$ cat config.mk
export PLATFORM = sky130hd
export DESIGN_NAME = utf8_latin_ascii_fold
export DESIGN_NICKNAME = d
export VERILOG_FILES = /design/src/ulaf_pkg.sv /design/src/utf8_latin_ascii_fold.sv /design/src/ulaf_ctrl.sv /design/src/ulaf_dp.sv
export SDC_FILE = /design/constraint.sdc
export NUM_CORES = 1
export LEC_CHECK = 0
export BUFFER_PORTS_ARGS = -buffer_cell sky130_fd_sc_hd__buf_2
export CORE_ASPECT_RATIO = 0.7
export CORE_UTILIZATION = 33
export CTS_BUF_LIST = sky130_fd_sc_hd__clkbuf_8
export DETAILED_ROUTE_END_ITERATION = 6
export GPL_ROUTABILITY_DRIVEN = 1
export PLACE_DENSITY = 0.52
export SYNTH_ARGS = -nofsm -noshare
export SYNTH_HDL_FRONTEND = slang
export SYNTH_SLANG_ARGS = --single-unit
$ cat constraint.sdc
create_clock -name i_clk -period 4.5 [get_ports i_clk]
set_input_delay 0.9 -clock i_clk [delete_from_list [all_inputs] [get_ports i_clk]]
set_output_delay 0.9 -clock i_clk [all_outputs]
set_load 0.01 [all_outputs]
$ cat src/ulaf_pkg.sv
package ulaf_pkg;

    // Byte codes used by the fold rules.
    localparam logic [7:0] CH_NUL   = 8'h00;
    localparam logic [7:0] CH_SPACE = 8'h20;
    localparam logic [7:0] CH_QMARK = 8'h3F;
    localparam logic [7:0] LEAD_C2  = 8'hC2;
    localparam logic [7:0] LEAD_C3  = 8'hC3;
    localparam logic [7:0] NBSP_LO  = 8'hA0;

    // Fold of C3 80 through C3 BF, first entry in the top byte.
    localparam logic [8*64-1:0] C3_FOLD =
        {"AAAAAAACEEEEIIII", "DNOOOOO?OUUUUY?s",
         "aaaaaaaceeeeiiii", "?nooooo?ouuuu??y"};

    // Commands from the controller to the datapath.
    typedef struct packed {
        logic take;    // an input beat is accepted this cycle
        logic step;    // replay one character from the held bytes
        logic finish;  // send the terminator (unless capacity is zero) and clear the string state
    } t_cmd;

    // Status from the datapath to the controller.
    typedef struct packed {
        logic slot_free;   // output register can take a new result
        logic in_nul;      // incoming byte ends the string
        logic pend_empty;  // no held bytes remain
    } t_stat;

    // Sequence length announced by a non-ASCII lead; 1 marks an invalid lead.
    function automatic logic [2:0] lead_len(input logic [7:0] c);
        logic [2:0] len;
        len = 3'd1;
        if (c[7:5] == 3'b110) begin
            len = 3'd2;
        end else if (c[7:4] == 4'b1110) begin
            len = 3'd3;
        end else if (c[7:3] == 5'b11110) begin
            len = 3'd4;
        end
        return len;
    endfunction

    // Character for a complete sequence given its first two bytes.
    function automatic logic [7:0] resolve(input logic [7:0] p0, input logic [7:0] p1,
                                           input logic [2:0] len);
        logic [7:0] ch;
        ch = CH_QMARK;
        if (len == 3'd2 && p0 == LEAD_C2) begin
            ch = (p1 == NBSP_LO) ? CH_SPACE : CH_QMARK;
        end else if (len == 3'd2 && p0 == LEAD_C3 && p1[7:6] == 2'b10) begin
            ch = C3_FOLD[8*(63 - int'(p1[5:0])) +: 8];
        end
        return ch;
    endfunction

endpackage

$ cat src/utf8_latin_ascii_fold.sv
// UTF-8 to ASCII folder for Latin-1 text.
// Source bytes arrive on the s_axis channel, one per beat; a zero byte ends
// the string. Folded characters leave on the m_axis channel, and the string
// ends with a zero character with m_axis_tlast high. The capacity register
// (i_cfg_wr_en / i_cfg_wr_data) is the destination size including the
// terminator; at most capacity minus one characters go out per string, and
// a capacity of zero suppresses all output. Write it only while idle.
// A result is registered and appears in the cycle after the beat that
// completes it. Non-zero source bytes are taken at one byte per cycle
// while the output register can be loaded. After the zero byte, the replay
// sequencer emits one character per step from the held bytes of an open
// sequence, then the terminator; no source byte is taken in between.
// Reset sets the capacity to 65535, drops held bytes, clears the character
// count and empties the output register.
// When the receiver stalls, the result holds in the output register and
// s_axis_tready stays low until that register can be loaded again.
module utf8_latin_ascii_fold #(
    parameter int COUNT_WIDTH = 16
) (
    input  logic        i_clk,
    input  logic        i_rst_n,
    input  logic        i_cfg_wr_en,
    input  logic [15:0] i_cfg_wr_data,
    input  logic        s_axis_tvalid,
    output logic        s_axis_tready,
    input  logic [7:0]  s_axis_tdata,   // [7:0] in_byte
    output logic        m_axis_tvalid,
    input  logic        m_axis_tready,
    output logic [7:0]  m_axis_tdata,   // [7:0] out_char
    output logic        m_axis_tlast
);

    ulaf_pkg::t_cmd  cmd;
    ulaf_pkg::t_stat stat;

    // Sequencer for accept, replay and termination.
    ulaf_ctrl u_ctrl (
        .i_clk      (i_clk),
        .i_rst_n    (i_rst_n),
        .i_in_valid (s_axis_tvalid),
        .o_in_ready (s_axis_tready),
        .i_stat     (stat),
        .o_cmd      (cmd)
    );

    // Held bytes, character count, fold logic and output register.
    ulaf_dp #(
        .COUNT_WIDTH (COUNT_WIDTH)
    ) u_dp (
        .i_clk         (i_clk),
        .i_rst_n       (i_rst_n),
        .i_cfg_wr_en   (i_cfg_wr_en),
        .i_cfg_wr_data (i_cfg_wr_data),
        .i_in_byte     (s_axis_tdata),
        .i_cmd         (cmd),
        .o_stat        (stat),
        .i_out_ready   (m_axis_tready),
        .o_out_valid   (m_axis_tvalid),
        .o_out_char    (m_axis_tdata),
        .o_out_last    (m_axis_tlast)
    );

endmodule

$ cat src/ulaf_ctrl.sv
module ulaf_ctrl (
    input  logic             i_clk,
    input  logic             i_rst_n,
    input  logic             i_in_valid,
    output logic             o_in_ready,
    input  ulaf_pkg::t_stat  i_stat,
    output ulaf_pkg::t_cmd   o_cmd
);

    localparam logic ST_RUN    = 1'b0;
    localparam logic ST_REPLAY = 1'b1;

    logic r_state;
    logic n_state;

    // Next state and commands.
    always_comb begin
        n_state    = r_state;
        o_in_ready = 1'b0;
        o_cmd      = '0;
        unique case (r_state)
            ST_RUN: begin
                o_in_ready = i_stat.slot_free;
                if (i_in_valid && i_stat.slot_free) begin
                    o_cmd.take = 1'b1;
                    if (i_stat.in_nul) begin
                        n_state = ST_REPLAY;
                    end
                end
            end
            ST_REPLAY: begin
                if (i_stat.slot_free) begin
                    if (i_stat.pend_empty) begin
                        o_cmd.finish = 1'b1;
                        n_state      = ST_RUN;
                    end else begin
                        o_cmd.step = 1'b1;
                    end
                end
            end
            default: begin
                n_state = ST_RUN;
            end
        endcase
    end

    // State register.
    always_ff @(posedge i_clk) begin
        if (!i_rst_n) begin
            r_state <= ST_RUN;
        end else begin
            r_state <= n_state;
        end
    end

endmodule

$ cat src/ulaf_dp.sv
module ulaf_dp #(
    parameter int COUNT_WIDTH = 16
) (
    input  logic             i_clk,
    input  logic             i_rst_n,
    input  logic             i_cfg_wr_en,
    input  logic [15:0]      i_cfg_wr_data,
    input  logic [7:0]       i_in_byte,
    input  ulaf_pkg::t_cmd   i_cmd,
    output ulaf_pkg::t_stat  o_stat,
    input  logic             i_out_ready,
    output logic             o_out_valid,
    output logic [7:0]       o_out_char,
    output logic             o_out_last
);

    localparam int LW = (COUNT_WIDTH > 16) ? COUNT_WIDTH : 16;

    logic [15:0]            r_cap;
    logic [7:0]             r_pend [4];
    logic [7:0]             n_pend [4];
    logic [1:0]             r_pcount;
    logic [1:0]             n_pcount;
    logic [2:0]             r_need;
    logic [2:0]             n_need;
    logic [COUNT_WIDTH-1:0] r_wc;
    logic [COUNT_WIDTH-1:0] n_wc;
    logic                   r_out_valid;
    logic                   n_out_valid;
    logic [7:0]             r_out_char;
    logic [7:0]             n_out_char;
    logic                   r_out_last;
    logic                   n_out_last;

    logic                   slot_free;
    logic                   full;
    logic [LW-1:0]          wc_ext;
    logic [LW-1:0]          lim_ext;
    logic [2:0]             in_len;
    logic [2:0]             rp_len;
    logic [2:0]             pc_next;

    // Character limit: capacity minus one, capped where the counter saturates.
    always_comb begin
        wc_ext  = LW'(r_wc);
        lim_ext = LW'(r_cap) - LW'(1);
        full    = (r_cap == 16'd0) || !(wc_ext < lim_ext) || (&r_wc);
    end

    assign slot_free         = !r_out_valid || i_out_ready;
    assign o_stat.slot_free  = slot_free;
    assign o_stat.in_nul     = (i_in_byte == ulaf_pkg::CH_NUL);
    assign o_stat.pend_empty = (r_pcount == 2'd0);

    assign in_len  = ulaf_pkg::lead_len(i_in_byte);
    assign rp_len  = ulaf_pkg::lead_len(r_pend[0]);
    assign pc_next = {1'b0, r_pcount} + 3'd1;

    // Next values for string state and the output register.
    always_comb begin
        n_pend      = r_pend;
        n_pcount    = r_pcount;
        n_need      = r_need;
        n_wc        = r_wc;
        n_out_valid = r_out_valid && !i_out_ready;
        n_out_char  = r_out_char;
        n_out_last  = r_out_last;

        if (i_cmd.take && !o_stat.in_nul) begin
            if (full) begin
                n_pcount = 2'd0;
                n_need   = 3'd0;
            end else if (r_pcount == 2'd0) begin
                if (!i_in_byte[7]) begin
                    n_out_valid = 1'b1;
                    n_out_char  = i_in_byte;
                    n_out_last  = 1'b0;
                    n_wc        = r_wc + 1'b1;
                end else if (in_len == 3'd1) begin
                    n_out_valid = 1'b1;
                    n_out_char  = ulaf_pkg::CH_QMARK;
                    n_out_last  = 1'b0;
                    n_wc        = r_wc + 1'b1;
                end else begin
                    n_pend[0] = i_in_byte;
                    n_pcount  = 2'd1;
                    n_need    = in_len;
                end
            end else begin
                n_pend[r_pcount] = i_in_byte;
                n_pcount         = pc_next[1:0];
                if (pc_next >= r_need) begin
                    n_out_valid = 1'b1;
                    n_out_char  = ulaf_pkg::resolve(r_pend[0], i_in_byte, r_need);
                    n_out_last  = 1'b0;
                    n_wc        = r_wc + 1'b1;
                    n_pcount    = 2'd0;
                    n_need      = 3'd0;
                end
            end
        end else if (i_cmd.step) begin
            // Replay the oldest held byte as a new lead, then shift out it and the rest of its sequence.
            n_out_char = ulaf_pkg::CH_QMARK;
            n_pcount   = r_pcount - 2'd1;
            n_pend[0]  = r_pend[1];
            n_pend[1]  = r_pend[2];
            if (!r_pend[0][7]) begin
                n_out_char = r_pend[0];
            end else if (rp_len > 3'd1 && rp_len <= {1'b0, r_pcount}) begin
                n_out_char = ulaf_pkg::resolve(r_pend[0], r_pend[1], rp_len);
                n_pcount   = r_pcount - rp_len[1:0];
                n_pend[0]  = r_pend[2];
            end
            if (!full) begin
                n_out_valid = 1'b1;
                n_out_last  = 1'b0;
                n_wc        = r_wc + 1'b1;
            end
        end else if (i_cmd.finish) begin
            n_pcount = 2'd0;
            n_need   = 3'd0;
            n_wc     = '0;
            if (r_cap != 16'd0) begin
                n_out_valid = 1'b1;
                n_out_char  = ulaf_pkg::CH_NUL;
                n_out_last  = 1'b1;
            end
        end
    end

    // Control registers.
    always_ff @(posedge i_clk) begin
        if (!i_rst_n) begin
            r_cap       <= 16'hFFFF;
            r_pcount    <= 2'd0;
            r_need      <= 3'd0;
            r_wc        <= '0;
            r_out_valid <= 1'b0;
        end else begin
            if (i_cfg_wr_en) begin
                r_cap <= i_cfg_wr_data;
            end
            r_pcount    <= n_pcount;
            r_need      <= n_need;
            r_wc        <= n_wc;
            r_out_valid <= n_out_valid;
        end
    end

    // Payload registers.
    always_ff @(posedge i_clk) begin
        r_pend     <= n_pend;
        r_out_char <= n_out_char;
        r_out_last <= n_out_last;
    end

    assign o_out_valid = r_out_valid;
    assign o_out_char  = r_out_char;
    assign o_out_last  = r_out_last;

endmodule

==> results.cfg <==
[status]
status = complete, no violations

[timing]
slew_viol_final = 0
fin_setup_tns_ns = 0
slew_headroom_pct = 27.9
timing.fmax_mhz = 250
fin_worst_skew_ns = 0.0200
hold_violations = 0
finalCriticalPeriod_ns = 3.99
rsz0062_at_grt = false
fin_crit_sh_pct = 88.7
tightest_slew_ns = 1.07
setup_violations = 0

[power_and_ir_drop]
p_sw_share_pct = 26.8
peakVddDrop_uv = 236
internal-power_uw = 1140
clkPwrFrac_pct = 42.1
switchingPower_uw = 419
p_per_area_nw_per_um2 = 280
p_leak_uw = 0.00222
p_comb_share_pct = 12.2
pwr-share-seq_pct = 45.7

[logic_synthesis]
yosysSeqAreaShare_pct = 35.2
synth_cell_types = 63
ys_seq_elements = 71
synth.avg_cell_area_um2 = 8.27
synth-edff-count = 32
syn-cell-area_um2 = 4950
syn-num-nets = 666
synth_cells = 598
yosys_warnings = 0
synth_ff_type = dfxtp_1
synth_async_sr_flop_share_pct = 0

[detailed_routing]
wirelength_um = 13700
wl_per_cell_um = 16.6
route.vias.total = 4456
drtPass1Iterations = 6
ant_nets = 0
drt_drc_violations_left = 0
vias_per_cell = 5.39
drt_iter0_drc = 356

[floorplanning]
core-area_um2 = 14700
die-area_um2 = 15500
die_y_um = 104
dieWidth_um = 148
num_rows = 37
ioPinCount = 40
initial_core_util_pct = 33.7

[global_routing]
met1_usage_pct = 28.7
antenna_found_initial = 0
grt_pass1_vias = 4186
grt_busiest_layer = met1
met2_usage_pct = 25.1
grt_max_degree = 35
grtUsageMet3_pct = 4.61
grt_use_total_pct = 18.7
grt_pass1_wl_um = 22300
grt_overflow = 0

[layout]
final_common_cell = nand2_1
final_cell_mix = nand2_1, a21oi_1, nor2_1, o21ai_0
n_antenna_cell = 0
drive_gt1_share_pct = 11.7
n_fill_cell = 1504
nets = 694
syn2layout_area_growth_pct = 12.8
postLayoutCellArea_um2 = 5580

[clock_network]
cts_root_buf = clkbuf_8
hold_buffers = 0
clk_pin_slew_ns = 0.09
clock_latency_ns = 0.38
clock-sinks = 71
cts_setup_buffers = 0
cts_buffers = 9
htreeDepth = 3
clock_path_buffers = 2
cts_resized = 0
cts_tree = yes

[setup_path]
arrival_ns = 4.01
worst_ep_required_time_ns = 4.52
r2r_end = u_dp.o_out_char[1]
startpoint_type = flop
cp_max_fo = 9
crit_type = flop to flop
regToRegSetupSlack_ns = 0.51
critPathCapture = u_dp.o_out_char[1]
crit_start = u_dp.r_cap[2]
critPathCaptureType = flop
r2r.worst_path.cells = 13
r2r_start = u_dp.r_cap[2]

[run]
max_cap_viol_count = 0

[min_path]
hold_class = flop to flop
min_delay_path_depth = 2

[placement]
io_buffers = 38
hpwlAfterDp_um = 10400
dpl_cell_area_um2 = 5330
place_congestion = 0.874
==> flip-flops by register name, indices dropped and copies added (netlist names) <==
register          flops
u_ctrl.r_state        1
u_dp.o_out_char       7
u_dp.o_out_last       1
u_dp.o_out_valid      1
u_dp.r_cap           16
u_dp.r_need           3
u_dp.r_pcount         2
u_dp.r_pend          24
u_dp.r_wc            16
==> worst max-delay path, cell delays in order, from the launching register on <==
cell	delay, ns
dfxtp_1	0.36
or4_4	0.58
nor2_1	0.20
nand3_1	0.15
nor4_1	0.25
xnor2_1	0.18
ha_1	0.27
a21oi_1	0.14
o21ai_0	0.10
a21oi_1	0.23
nand4_4	0.21
nor2_2	0.22
nand3_1	0.15
a22oi_1	0.59
==> synth_stat cells (all sizes together), types with 12 or more instances <==
cell type,n,area [um2]
edfxtp,32,961
clkbuf,25,93.8
nand3,14,70.1
nor2,44,168
a21oi,48,240
o22ai,12,75.1
ha,39,488
inv,23,86.3
nand2,96,360
a31oi,15,93.8
mux2i,22,220
dfxtp,39,781
o21ai,40,200
==> logic make-up after synthesis <==
kind of cell / share of synthesized area, %
mux: 4.68
flops: 35.2
xor+xnor: 2.66
simple gates: 22.7
compound gates: 20.2
other cells: 0.0758
buf+inv: 4.63
fa+ha+maj: 9.87
==> metal layers <==
layer | part of all wire [%] | wire, um | vias up
li1 | - | - | 2246
met1 | 55 | 7590 | 2069
met2 | 38 | 5240 | 132
met3 | 5.7 | 789 | 9
met4 | 0.92 | 126 | 0
met5 | 0 | 0 | -
==> cell type report <==
cell class | instances | area, um2 | area share, %
clock buffer | 9 | 124 | 2.22
clock inverter | 7 | 128 | 2.29
inverter | 23 | 86.3 | 1.55
multi-input combinational | 471 | 2980 | 53.3
sequential | 71 | 1740 | 31.2
tap | 195 | 244 | 4.37
timing repair buffer | 50 | 280 | 5.02
==> through the flow <==
step | cells | hold WS [ns] | worst slack, ns | utilization (%) | total power (uW)
after floorplan | 598 | 0.448 | 0.896 | - | 850
after global placement | 810 | 0.476 | 0.666 | 36.3 | 916
after detailed placement | 810 | 0.481 | 0.477 | 36.3 | 918
after CTS | 826 | 0.493 | 0.470 | 38.0 | 1580
after global routing | 826 | 0.514 | 0.108 | 38.0 | 1630
final | 826 | 0.487 | 0.507 | 38.0 | 1560
==> power by group through the flow <==
stage	clock network [uW]	logic, uW	registers (uW)
2_1_floorplan	0	125	725
3_3_place_gp	0	188	728
3_5_place_dp	0	190	728
4_1_cts	675	191	714
5_1_grt	697	215	717
6_report	658	191	714
==> worst min-delay path by stage <==
| stage | from | to | slack (ns) |
|---|---|---|---|
| 3_5_place_dp | u_dp.r_need[0] | u_dp.r_need[0] | 0.48 |
| 2_1_floorplan | u_dp.r_wc[4] | u_dp.r_wc[4] | 0.45 |
| 4_1_cts | u_dp.r_need[0] | u_dp.r_need[0] | 0.49 |
| 5_1_grt | u_dp.r_need[0] | u_dp.r_need[0] | 0.51 |
| 3_3_place_gp | u_dp.r_need[0] | u_dp.r_need[0] | 0.48 |
| 6_report | u_dp.r_need[0] | u_dp.r_need[0] | 0.49 |
No activity file was read; power rests on OpenSTA's default activity.
